<file path="config.mk">
export PLATFORM = sky130hd
export DESIGN_NAME = mean_square_line_window_monitor_unit
export DESIGN_NICKNAME = d
export VERILOG_FILES = /design/src/design/mslw_pkg.sv /design/src/design/mslw_front.sv /design/src/design/mslw_queue.sv /design/src/design/mslw_back.sv /design/src/design/mean_square_line_window_monitor_unit.sv
export SDC_FILE = /design/constraint.sdc
export NUM_CORES = 1
export LEC_CHECK = 0
export BUFFER_PORTS_ARGS = -buffer_cell sky130_fd_sc_hd__buf_2
export CORE_UTILIZATION = 49
export CTS_CLUSTER_SIZE = 8
export DETAILED_ROUTE_END_ITERATION = 12
export PLACE_DENSITY = 0.67
export SLEW_MARGIN = 10
export SYNTH_ARGS = -nofsm -noshare
export SYNTH_HDL_FRONTEND = slang
export SYNTH_SLANG_ARGS = --single-unit
</file>
<file path="constraint.sdc">
create_clock -name clk -period 14.01 [get_ports clk]
set_input_delay 0 -clock clk [delete_from_list [all_inputs] [get_ports clk]]
set_output_delay 0 -clock clk [all_outputs]
set_load 0.03 [all_outputs]
</file>
<file path="src/design/mslw_pkg.sv">
// Shared types and constants of the mean-square line window monitor.
package mslw_pkg;

  // Field and datapath widths
  localparam int SUM_W = 32;
  localparam int LEN_W = 13;
  localparam int MS_W  = 20;
  localparam int CFG_INDEX_W = 3;
  localparam int CFG_DATA_W  = 20;

  // Saturation value of the mean square
  localparam logic [MS_W-1:0] MS_MAX = {MS_W{1'b1}};

  // Depth of the queue between front and back
  localparam int Q_DEPTH = 2;

  // Register indexes of the configuration port
  localparam logic [CFG_INDEX_W-1:0] CFG_WINDOW_SAMPLES = 3'd0;
  localparam logic [CFG_INDEX_W-1:0] CFG_LOW_TRIP       = 3'd1;
  localparam logic [CFG_INDEX_W-1:0] CFG_LOW_RECOVER    = 3'd2;
  localparam logic [CFG_INDEX_W-1:0] CFG_HIGH_RECOVER   = 3'd3;
  localparam logic [CFG_INDEX_W-1:0] CFG_HIGH_TRIP      = 3'd4;

  // Register reset values
  localparam logic [LEN_W-1:0] WINDOW_SAMPLES_RST = 13'd17;
  localparam logic [MS_W-1:0]  LOW_TRIP_RST       = 20'd50971;
  localparam logic [MS_W-1:0]  LOW_RECOVER_RST    = 20'd57700;
  localparam logic [MS_W-1:0]  HIGH_RECOVER_RST   = 20'd137020;
  localparam logic [MS_W-1:0]  HIGH_TRIP_RST      = 20'd159233;

  // Line window states, as reported on line_state
  typedef enum logic [1:0] {
    LINE_STARTUP = 2'd0,
    LINE_LOW     = 2'd1,
    LINE_VALID   = 2'd2,
    LINE_HIGH    = 2'd3
  } line_state_t;

  // One finished window waiting for the divider
  typedef struct packed {
    logic [SUM_W-1:0] sum;
    logic [LEN_W-1:0] len;
  } win_entry_t;

  // Queue status seen by both sides
  typedef struct packed {
    logic full;
    logic empty;
  } q_status_t;

  // Hysteresis thresholds
  typedef struct packed {
    logic [MS_W-1:0] low_trip;
    logic [MS_W-1:0] low_recover;
    logic [MS_W-1:0] high_recover;
    logic [MS_W-1:0] high_trip;
  } thresholds_t;

endpackage

</file>
<file path="src/design/mslw_front.sv">
// Front end: squares samples, accumulates them and closes windows.
module mslw_front #(
  parameter int SAMPLE_BITS = 10
) (
  input  logic                        clk,
  input  logic                        rst,
  input  logic                        in_valid,
  output logic                        in_ready,
  input  logic [SAMPLE_BITS-1:0]      sample,
  input  logic [mslw_pkg::LEN_W-1:0]  window_samples,
  input  mslw_pkg::q_status_t         q_stat,
  output logic                        push,
  output mslw_pkg::win_entry_t        push_entry
);

  logic [mslw_pkg::SUM_W-1:0]   sum;
  logic [mslw_pkg::LEN_W-1:0]   count;
  logic [2*SAMPLE_BITS-1:0]     square;
  logic [mslw_pkg::SUM_W-1:0]   sum_next;
  logic [mslw_pkg::LEN_W-1:0]   count_next;
  logic [mslw_pkg::LEN_W-1:0]   len;
  logic                         accept;
  logic                         win_end;

  // A sample is taken only while the queue has room for a closing window
  assign in_ready = !q_stat.full;
  assign accept   = in_valid && in_ready;

  // Zero length behaves as one
  assign len = (window_samples == '0) ? mslw_pkg::LEN_W'(1) : window_samples;

  // Square and accumulate, sum wraps modulo 2^32
  assign square     = sample * sample;
  assign sum_next   = sum + mslw_pkg::SUM_W'(square);
  assign count_next = count + mslw_pkg::LEN_W'(1);
  assign win_end    = (count_next >= len) || (count_next == '0);

  assign push            = accept && win_end;
  assign push_entry.sum  = sum_next;
  assign push_entry.len  = len;

  // Running sum and sample count
  always_ff @(posedge clk) begin
    if (rst) begin
      sum   <= '0;
      count <= '0;
    end else if (accept) begin
      if (win_end) begin
        sum   <= '0;
        count <= '0;
      end else begin
        sum   <= sum_next;
        count <= count_next;
      end
    end
  end

endmodule

</file>
<file path="src/design/mslw_queue.sv">
// Two-entry queue of closed windows between front and back.
module mslw_queue (
  input  logic                  clk,
  input  logic                  rst,
  input  logic                  push,
  input  mslw_pkg::win_entry_t  push_entry,
  input  logic                  pop,
  output mslw_pkg::win_entry_t  head,
  output mslw_pkg::q_status_t   q_stat
);

  localparam int PTR_W = $clog2(mslw_pkg::Q_DEPTH);
  localparam int CNT_W = $clog2(mslw_pkg::Q_DEPTH + 1);

  mslw_pkg::win_entry_t   entries [mslw_pkg::Q_DEPTH];
  logic [PTR_W-1:0]       wr_ptr;
  logic [PTR_W-1:0]       rd_ptr;
  logic [CNT_W-1:0]       cnt;

  assign q_stat.full  = (cnt == CNT_W'(mslw_pkg::Q_DEPTH));
  assign q_stat.empty = (cnt == '0);
  assign head         = entries[rd_ptr];

  // Entry storage
  always_ff @(posedge clk) begin
    if (push) begin
      entries[wr_ptr] <= push_entry;
    end
  end

  // Pointers and fill count
  always_ff @(posedge clk) begin
    if (rst) begin
      wr_ptr <= '0;
      rd_ptr <= '0;
      cnt    <= '0;
    end else begin
      if (push) begin
        wr_ptr <= wr_ptr + PTR_W'(1);
      end
      if (pop) begin
        rd_ptr <= rd_ptr + PTR_W'(1);
      end
      if (push && !pop) begin
        cnt <= cnt + CNT_W'(1);
      end else if (pop && !push) begin
        cnt <= cnt - CNT_W'(1);
      end
    end
  end

`ifndef SYNTH
  // Front must never push into a full queue
  a_no_overflow: assert property (@(posedge clk) disable iff (rst)
    push |-> !q_stat.full)
    else $error("queue pushed while full");

  // Back must never pop an empty queue
  a_no_underflow: assert property (@(posedge clk) disable iff (rst)
    pop |-> !q_stat.empty)
    else $error("queue popped while empty");
`endif

endmodule

</file>
<file path="src/design/mslw_back.sv">
// Back end: restoring divider, saturation, hysteresis machine and result register.
module mslw_back (
  input  logic                        clk,
  input  logic                        rst,
  input  mslw_pkg::win_entry_t        head,
  input  mslw_pkg::q_status_t         q_stat,
  output logic                        pop,
  input  mslw_pkg::thresholds_t       thr,
  output logic                        out_valid,
  input  logic                        out_ready,
  output logic [mslw_pkg::MS_W-1:0]   mean_square,
  output logic                        line_good,
  output logic [1:0]                  line_state
);

  localparam int STEP_W = $clog2(mslw_pkg::MS_W);

  typedef enum logic [1:0] {
    B_IDLE,
    B_DIV,
    B_DONE
  } back_state_t;

  back_state_t                  st;
  mslw_pkg::line_state_t        wstate;
  mslw_pkg::line_state_t        wstate_next;
  logic [mslw_pkg::LEN_W-1:0]   len;
  logic [mslw_pkg::LEN_W-1:0]   rem;
  logic [mslw_pkg::LEN_W-1:0]   rem_next;
  logic [mslw_pkg::MS_W-1:0]    quot;
  logic [STEP_W-1:0]            step;
  logic [mslw_pkg::LEN_W:0]     trial;
  logic                         qbit;
  logic                         sat;
  logic                         load_out;

  assign pop = (st == B_IDLE) && !q_stat.empty;

  // Quotient above 20 bits when sum >= len * 2^20
  assign sat = {1'b0, head.sum} >= {head.len, {mslw_pkg::MS_W{1'b0}}};

  // One restoring step: bring down the next dividend bit
  assign trial    = {rem, quot[mslw_pkg::MS_W-1]};
  assign qbit     = trial >= {1'b0, len};
  assign rem_next = qbit ? mslw_pkg::LEN_W'(trial - {1'b0, len})
                         : trial[mslw_pkg::LEN_W-1:0];

  // Hysteresis transitions on the finished mean square
  always_comb begin
    unique case (wstate)
      mslw_pkg::LINE_LOW: begin
        wstate_next = (quot >= thr.low_recover) ? mslw_pkg::LINE_VALID
                                                : mslw_pkg::LINE_LOW;
      end
      mslw_pkg::LINE_VALID: begin
        if (quot <= thr.low_trip) begin
          wstate_next = mslw_pkg::LINE_LOW;
        end else if (quot >= thr.high_trip) begin
          wstate_next = mslw_pkg::LINE_HIGH;
        end else begin
          wstate_next = mslw_pkg::LINE_VALID;
        end
      end
      mslw_pkg::LINE_HIGH: begin
        wstate_next = (quot <= thr.high_recover) ? mslw_pkg::LINE_VALID
                                                 : mslw_pkg::LINE_HIGH;
      end
      default: begin
        wstate_next = mslw_pkg::LINE_LOW;
      end
    endcase
  end

  assign load_out = (st == B_DONE) && (!out_valid || out_ready);

  // Sequencer, divider registers, window state and result register
  always_ff @(posedge clk) begin
    if (rst) begin
      st        <= B_IDLE;
      wstate    <= mslw_pkg::LINE_STARTUP;
      out_valid <= 1'b0;
    end else begin
      // A new result replaces one taken in the same cycle
      if (load_out) begin
        out_valid <= 1'b1;
      end else if (out_ready) begin
        out_valid <= 1'b0;
      end
      unique case (st)
        B_IDLE: begin
          if (!q_stat.empty) begin
            len <= head.len;
            if (sat) begin
              quot <= mslw_pkg::MS_MAX;
              st   <= B_DONE;
            end else begin
              rem  <= mslw_pkg::LEN_W'(head.sum[mslw_pkg::SUM_W-1:mslw_pkg::MS_W]);
              quot <= head.sum[mslw_pkg::MS_W-1:0];
              step <= STEP_W'(mslw_pkg::MS_W - 1);
              st   <= B_DIV;
            end
          end
        end
        B_DIV: begin
          rem  <= rem_next;
          quot <= {quot[mslw_pkg::MS_W-2:0], qbit};
          if (step == '0) begin
            st <= B_DONE;
          end else begin
            step <= step - STEP_W'(1);
          end
        end
        B_DONE: begin
          if (load_out) begin
            mean_square <= quot;
            line_good   <= (wstate == mslw_pkg::LINE_VALID);
            line_state  <= wstate_next;
            wstate      <= wstate_next;
            st          <= B_IDLE;
          end
        end
        default: begin
          st <= B_IDLE;
        end
      endcase
    end
  end

`ifndef SYNTH
  // Partial remainder stays below the divisor during division
  a_rem_bound: assert property (@(posedge clk) disable iff (rst)
    (st == B_DIV) |-> (rem < len))
    else $error("partial remainder not below divisor");

  // A result taken from the valid state always leaves startup behind
  a_valid_not_startup: assert property (@(posedge clk) disable iff (rst)
    (out_valid && line_good) |-> (line_state != mslw_pkg::LINE_STARTUP))
    else $error("line_good reported with startup state");

  // Once left, startup is never re-entered
  a_no_return_startup: assert property (@(posedge clk) disable iff (rst)
    (wstate != mslw_pkg::LINE_STARTUP) |=> (wstate != mslw_pkg::LINE_STARTUP))
    else $error("window machine returned to startup");
`endif

endmodule

</file>
<file path="src/design/mean_square_line_window_monitor_unit.sv">
// Top level of the mean-square line window monitor.
//
//   channel  | handshake           | payload
//   ---------+---------------------+-------------------------------------
//   in       | in_valid / in_ready | sample
//   out      | out_valid/out_ready | mean_square, line_good, line_state
//   cfg      | cfg_we              | cfg_index, cfg_data
//
// A sample is taken every cycle while the window queue has room.
// Each closed window passes through the back end in order: B_IDLE loads it and
// checks saturation, B_DIV runs the one-bit restoring divider, and B_DONE updates
// the window machine and loads the result register; a saturated quotient skips
// the divider. B_DONE waits while a held result is not yet taken by out_ready.
// Two closed windows can wait in the queue; until it is full, the front keeps
// taking samples as a result waits. Synchronous reset clears all control state.
module mean_square_line_window_monitor_unit #(
  parameter int SAMPLE_BITS = 10
) (
  input  logic                              clk,
  input  logic                              rst,
  input  logic                              in_valid,
  output logic                              in_ready,
  input  logic [SAMPLE_BITS-1:0]            sample,
  output logic                              out_valid,
  input  logic                              out_ready,
  output logic [mslw_pkg::MS_W-1:0]         mean_square,
  output logic                              line_good,
  output logic [1:0]                        line_state,
  input  logic                              cfg_we,
  input  logic [mslw_pkg::CFG_INDEX_W-1:0]  cfg_index,
  input  logic [mslw_pkg::CFG_DATA_W-1:0]   cfg_data
);

  logic [mslw_pkg::LEN_W-1:0]  window_samples;
  mslw_pkg::thresholds_t       thr;
  mslw_pkg::q_status_t         q_stat;
  mslw_pkg::win_entry_t        push_entry;
  mslw_pkg::win_entry_t        head;
  logic                        push;
  logic                        pop;

  // Configuration registers
  always_ff @(posedge clk) begin
    if (rst) begin
      window_samples   <= mslw_pkg::WINDOW_SAMPLES_RST;
      thr.low_trip     <= mslw_pkg::LOW_TRIP_RST;
      thr.low_recover  <= mslw_pkg::LOW_RECOVER_RST;
      thr.high_recover <= mslw_pkg::HIGH_RECOVER_RST;
      thr.high_trip    <= mslw_pkg::HIGH_TRIP_RST;
    end else if (cfg_we) begin
      unique case (cfg_index)
        mslw_pkg::CFG_WINDOW_SAMPLES: window_samples   <= cfg_data[mslw_pkg::LEN_W-1:0];
        mslw_pkg::CFG_LOW_TRIP:       thr.low_trip     <= cfg_data;
        mslw_pkg::CFG_LOW_RECOVER:    thr.low_recover  <= cfg_data;
        mslw_pkg::CFG_HIGH_RECOVER:   thr.high_recover <= cfg_data;
        mslw_pkg::CFG_HIGH_TRIP:      thr.high_trip    <= cfg_data;
        default: ;
      endcase
    end
  end

  mslw_front #(
    .SAMPLE_BITS(SAMPLE_BITS)
  ) u_front (
    .clk            (clk),
    .rst            (rst),
    .in_valid       (in_valid),
    .in_ready       (in_ready),
    .sample         (sample),
    .window_samples (window_samples),
    .q_stat         (q_stat),
    .push           (push),
    .push_entry     (push_entry)
  );

  mslw_queue u_queue (
    .clk        (clk),
    .rst        (rst),
    .push       (push),
    .push_entry (push_entry),
    .pop        (pop),
    .head       (head),
    .q_stat     (q_stat)
  );

  mslw_back u_back (
    .clk         (clk),
    .rst         (rst),
    .head        (head),
    .q_stat      (q_stat),
    .pop         (pop),
    .thr         (thr),
    .out_valid   (out_valid),
    .out_ready   (out_ready),
    .mean_square (mean_square),
    .line_good   (line_good),
    .line_state  (line_state)
  );

endmodule
</file>
==> flow_summary.toml, run 1 <==
[run_status]
status = "finished clean"

[yosys]
ys_warn_count = 0
synth_sequential_area_ratio = 0.411
syn_area_per_cell_um2 = 9.61
synthFlopType = "edfxtp_1"
ys_async_sr_fraction = 0
synth_top_family_by_area = "adder cells"
synth_compound_area_frac = 0.126
syn-instance-count = 1995
syn_area_mm2 = 0.0192
synth_xor_area_frac = 0.0251
synth-seq-cells = 312
synth_fa_ha_area_frac = 0.187
synth-edff-count = 164
synth_mux_area_frac = 0.0311
syn_nets = 2279
synth_cell_types = 75
synthSimpleGateAreaFrac = 0.146

[timing]
timing.fmax_mhz = 199
slew_headroom = 0.196
finClkSkew_ps = 21.5
timing.final.crit_share = 0.359
rsz0062_at_grt = "false"
timing.final.max_slew_violations = 0
finalHoldViolCount = 0
finalSetupViolations = 0
finalCriticalPeriod_ps = 5030
tightest_slew_ps = 1200
whs_ps = 40.8
finalSetupTns_ps = 0

[cts]
cts.path.max_buffers = 3
clk_pin_slew_ps = 50
cts_buffers = 44
cts_root_buf = "clkbuf_16"
clk_latency_ps = 550
cts_sinks = 312
postCtsResizedCells = 0
htree_num_levels = 2
cts_tree = "yes"

[global_routing]
grt_max_degree = 60
grt_pass1_wl_um = 73200
antenna_found_initial = 0
overflow = 0
grt_usage = 0.233
grt_pass1_vias = 14300

[floorplanning]
rows = 72
coreArea_mm2 = 0.0386
start_util = 0.496
ios = 63
die_x_um = 200
fp.dieArea_mm2 = 0.0399
die_h_um = 200

[detailed_routing]
drt-pass1-iter-count = 8
vias_per_cell = 5.57
first_iter_violations = 1087
drtAntennaViolNets = 0
route.vias.total = 14400
route.detailed.drc = 0
finalWirelength_um = 45400
wl_per_cell_um = 17.5

[setup_path]
crit_path_start = "sample[7]"
arrival_ps = 5500
rr_worst_depth = 13
r2r_start = "u_front.count[0]$_SDFFE_PP0P_"
worstPathMaxFanout = 11
timing.rr.end = "u_queue.entries[1][12]$_DFFE_PP_"
crit_path_start_kind = "primary input"
rrSetupSlack_ps = 9530
crit_required_ps = 14480
crit_type = "primary input to flip-flop"
endpoint_kind = "flip-flop"

[finish]
area_delta_synth_final_pct = 11.4
regArea_mm2 = 0.00789
fin_cells = 2590
num-fill-cells = 3395
drive_above_1_share = 0.0806
finalNetCount = 2325
multiInputGateArea_mm2 = 0.00992
fin_area_mm2 = 0.0214
antenna_cells = 0

[worst_hold_path]
min_path_cells = 2
hp-start = "sample[0]"
hold_class = "primary input to flip-flop"
holdPathEnd = "u_queue.entries[1][13]$_DFFE_PP_"

[pwr]
vdd_drop_max_v = 0.000103
p_per_area_mw_per_mm2 = 175
power_mw = 3.74
p_leak_nw = 8.81

[placed_design]
dp_hpwl_um = 32900
placed_cells = 2490
place.gp.congestion = 0.889
numPortBuffers = 62
dpl_cell_area_mm2 = 0.0199

[flow_run]
maxCapViolCount = 0
-- sequential cells by signal, summed over array words and instances (netlist names), named ones only --
| name | flops |
|---|---|
| u_queue.entries | 90 |
| thr | 80 |
| u_front.sum | 32 |
| u_back.mean_square | 20 |
| u_back.quot | 20 |
| u_back.len | 13 |
| u_back.rem | 13 |
| u_front.count | 13 |
| window_samples | 13 |
| u_back.step | 5 |
| u_back.line_state | 2 |
| u_back.st | 2 |
| u_back.wstate | 2 |
| u_queue.cnt | 2 |
| u_back.line_good | 1 |
| u_back.out_valid | 1 |
| u_queue.rd_ptr | 1 |
| u_queue.wr_ptr | 1 |
-- metal layers --
metal,vias up,track usage,share of wire
met5,-,0,0
met1,6948,0.305,0.45
met3,84,0.0259,0.045
met2,366,0.395,0.47
met4,0,0.0896,0.031
li1,7027,-,-
-- worst max-delay path: stages --
cell,delay [ps]
buf_2,210
inv_1,100
nor2_1,230
fa_1,480
fa_1,550
inv_1,50
fa_1,530
inv_1,50
fa_1,520
inv_1,50
fa_1,520
inv_1,40
ha_1,340
and2_1,200
a211o_2,340
a31oi_1,330
o211ai_1,350
nand4_1,270
a41oi_1,130
mux2i_1,190
-- through the flow --
stage               utilization  worst slack (ps)
floorplan                     -              8250
global placement          0.514              8550
detailed placement        0.514              8460
CTS                       0.553              9000
global route              0.553              8680
finish                    0.553              8980
-- worst max-delay path by stage --
stage,slack [ps],depth (start not counted),to
floorplan,8250,12,u_queue.entries[0][0]$_DFFE_PP_
global placement,8550,18,u_queue.entries[0][41]$_DFFE_PP_
detailed placement,8460,20,u_front.sum[29]$_SDFFE_PP0P_
CTS,9000,20,u_front.sum[25]$_SDFFE_PP0P_
global route,8680,20,u_front.sum[27]$_SDFFE_PP0P_
finish,8980,20,u_front.sum[25]$_SDFFE_PP0P_
-- placed cells by master, fill, tap and decap left out, types with 33 or more instances in the layout --
master | netlist | layout
a21oi_1 | 155 | 155
and2_1 | 34 | 33
buf_2 | 12 | 61
clkbuf_16 | 0 | 44
dfxtp_1 | 148 | 147
edfxtp_1 | 164 | 164
fa_1 | 68 | 68
ha_1 | 178 | 178
inv_1 | 266 | 265
mux2i_1 | 45 | 45
nand2_1 | 249 | 249
nand3_1 | 35 | 35
nand4_1 | 49 | 49
nor2_1 | 92 | 90
o211ai_1 | 41 | 41
xnor2_1 | 36 | 36
-- cell usage after synthesis, types with 6 or more instances --
library cell | instances | share of area
o211ai_1 | 41 | 0.016
buf_4 | 6 | 0.0023
a211oi_1 | 10 | 0.0039
edfxtp_1 | 164 | 0.26
xor2_1 | 19 | 0.0087
ha_1 | 178 | 0.12
a31oi_1 | 25 | 0.0082
o21a_1 | 9 | 0.0035
and3_1 | 12 | 0.0039
mux2i_1 | 45 | 0.023
xnor2_1 | 36 | 0.016
nand2b_1 | 14 | 0.0046
inv_1 | 266 | 0.052
nor2_1 | 92 | 0.018
o31ai_1 | 6 | 0.0023
nor2b_1 | 21 | 0.0069
a21o_1 | 23 | 0.0090
nand2_1 | 249 | 0.049
mux2_2 | 13 | 0.0076
buf_2 | 12 | 0.0031
dfxtp_1 | 148 | 0.15
fa_1 | 68 | 0.071
nor3_1 | 29 | 0.0076
a21oi_1 | 155 | 0.040
and2_1 | 34 | 0.011
nor4_1 | 19 | 0.0062
a41oi_1 | 10 | 0.0046
nand4_1 | 49 | 0.016
nand3_1 | 35 | 0.0091
o21ai_0 | 32 | 0.0084
clkbuf_1 | 77 | 0.015
-- cell families after synthesis --
group | Yosys count
xor+xnor | 55
buf+inv | 365
flops | 312
compound gates | 370
fa+ha+maj | 246
mux | 58
simple gates | 589
-- power breakdown --
| part | internal [mW] | switching, mW |
|---|---|---|
| Combinational | 0.611 | 0.918 |
| Sequential | 1.16 | 0.0795 |
| Clock | 0.586 | 0.391 |
-- layout make-up --
cell class,count,area share
flip-flops and latches,312,0.369
clock buffers,74,0.0568
multi-input cells,1318,0.464
inverters,266,0.0467
well taps,518,0.0303
clock inverters,3,0.00228
repair buffers,99,0.0303
-- repair_timing --
| action | in CTS | in global routing |
|---|---|---|
| endpoints found under the hold margin | 114 | 0 |
| setup endpoints to repair | 0 | 0 |
| buffers inserted | 0 | 0 |
| hold buffers | 23 | 0 |
Power figures use the tool's default switching activity.
==> run 2: changes to the inputs <==
clock period = 4.8 ns   (was 14.01 ns; I/O delays follow)
==> run 2 against run 1 <==
- clock power rose to 3.0 times the previous value
- sequential share of layout area shrank 1.2 points
- critical path depth unchanged
- final area grew 3.5%
- critical path type unchanged
- highest routed layer unchanged
==> flow_summary.toml, run 2 (synthesis gave the netlist of run 1 again) <==
[detailed_routing]
vias_per_cell = 5.55
drtAntennaViolNets = 0
route.detailed.drc = 0
first_iter_violations = 862
drt-pass1-iter-count = 5
wl_per_cell_um = 17.5
finalWirelength_um = 46500
route.vias.total = 14800

[setup_path]
arrival_ps = 5080
endpoint_kind = "flip-flop"
worstPathMaxFanout = 5
crit_path_start_kind = "primary input"
rrSetupSlack_ps = 550
crit_required_ps = 5270
crit_type = "primary input to flip-flop"
rr_worst_depth = 14

[flow_run]
maxCapViolCount = 0

[finish]
area_delta_synth_final_pct = 15.3
layout_commonest_cell = "inv_1"
drive_above_1_share = 0.123
reg_top3 = "u_queue.entries: 90 flops, thr: 80 flops, u_front.sum: 32 flops"
mostFrequentLayoutCells = "inv_1 (262), nand2_1 (245), ha_1 (175), edfxtp_1 (164), a21oi_1 (155)"
antenna_cells = 0
fin_util = 0.572
largest_register_ffs = 90
finalNetCount = 2399
largest_register = "u_queue.entries"

[global_routing]
grt_pass1_vias = 14800
antenna_found_initial = 0
grt_usage = 0.239
grt_max_degree = 65
overflow = 0
grt_pass1_wl_um = 75500

[floorplanning]
die_h_um = 200
rows = 72
fp.dieArea_mm2 = 0.0399
coreArea_mm2 = 0.0386
start_util = 0.496
ios = 63
die_x_um = 200

[pwr]
p_per_area_mw_per_mm2 = 546
p_leak_nw = 9.22
vdd_drop_max_v = 0.000391

[cts]
cts_sinks = 312
clk_latency_ps = 560
clk_pin_slew_ps = 50
cts_root_buf = "clkbuf_16"
cts_buffers = 45
cts.path.max_buffers = 3
htree_num_levels = 2
postCtsResizedCells = 0
cts_tree = "yes"

[worst_hold_path]
hold_class = "primary input to flip-flop"
min_path_cells = 4

[placed_design]
place.gp.congestion = 0.894
dp_hpwl_um = 34200
numPortBuffers = 62

[timing]
rsz0062_at_grt = "true"
tightest_slew_ps = 1200
slew_headroom = 0.202
finalCriticalPeriod_ps = 4620
finalSetupTns_ps = 0
timing.fmax_mhz = 217
timing.final.crit_share = 0.962
finalHoldViolCount = 0
finalSetupViolations = 0
timing.final.max_slew_violations = 0
finClkSkew_ps = 31.0

[run_status]
status = "finished clean"
[run 2: what timing repair did]
| item | CTS | global route |
|---|---|---|
| hold buffers | 22 | 0 |
| buffers inserted | 0 | 1 |
| endpoints found under the setup margin | 0 | 14 |
| endpoints found under the hold margin | 123 | 0 |
[run 2: worst max-delay path, stage by stage]
cell	delay [ps]
buf_2	140
inv_1	60
nor2_1	200
fa_1	480
fa_1	540
inv_1	50
fa_1	520
inv_1	50
fa_1	530
inv_1	50
fa_1	520
inv_1	60
ha_4	250
and2_4	150
a211o_2	350
a31oi_4	160
buf_4	150
o31ai_4	90
o311ai_1	470
a32o_1	240
[run 2: final timing paths]
| path | startpoint | end |
|---|---|---|
| setup reg to reg | u_front.sum[5]$_SDFFE_PP0P_ | u_front.sum[21]$_SDFFE_PP0P_ |
| hold / removal | in_valid | u_front.count[8]$_SDFFE_PP0P_ |
| setup / recovery | sample[5] | u_front.sum[19]$_SDFFE_PP0P_ |
| hold reg to reg | thr[71]$_SDFFE_PP0P_ | thr[71]$_SDFFE_PP0P_ |
[run 2: area by class of cell]
cell class / instances / area, um^2
Inverter: 266 / 998
Fill cell: 3323 / 16500
Clock buffer: 75 / 1290
Tap cell: 518 / 648
Clock inverter: 2 / 17.5
Sequential cell: 312 / 7890
Timing Repair Buffer: 172 / 1230
Multi-Input combinational cell: 1318 / 10000
[run 2: through the flow]
step	area (um^2)	total power, mW	hold WS [ps]	cells	setup slack, ps
final	22100	12.1	42.8	2663	184
after CTS	22100	12.1	31.3	2662	219
after detailed placement	20600	9.09	295	2563	-343
after floorplan	19400	7.20	124	1995	-41.8
after global routing	22100	12.9	83.8	2663	-8.76
after global placement	20600	8.88	289	2563	-248
[run 2: layer usage]
layer / track usage / vias up / wire, um
met4: 0.0789 / 0 / 1120
met3: 0.0296 / 82 / 2390
met1: 0.304 / 7127 / 20500
met2: 0.420 / 394 / 22500
met5: 0 / - / 0
li1: - / 7169 / -
[run 2: report_power, final]
part           leakage (nW)  internal [mW]  total (mW)  switching, mW
Sequential             2.70           3.38        3.65          0.262
Combinational          5.90           2.52        5.47           2.95
Clock                 0.627           1.81        2.94           1.13
Total                  9.22           7.71        12.1           4.35
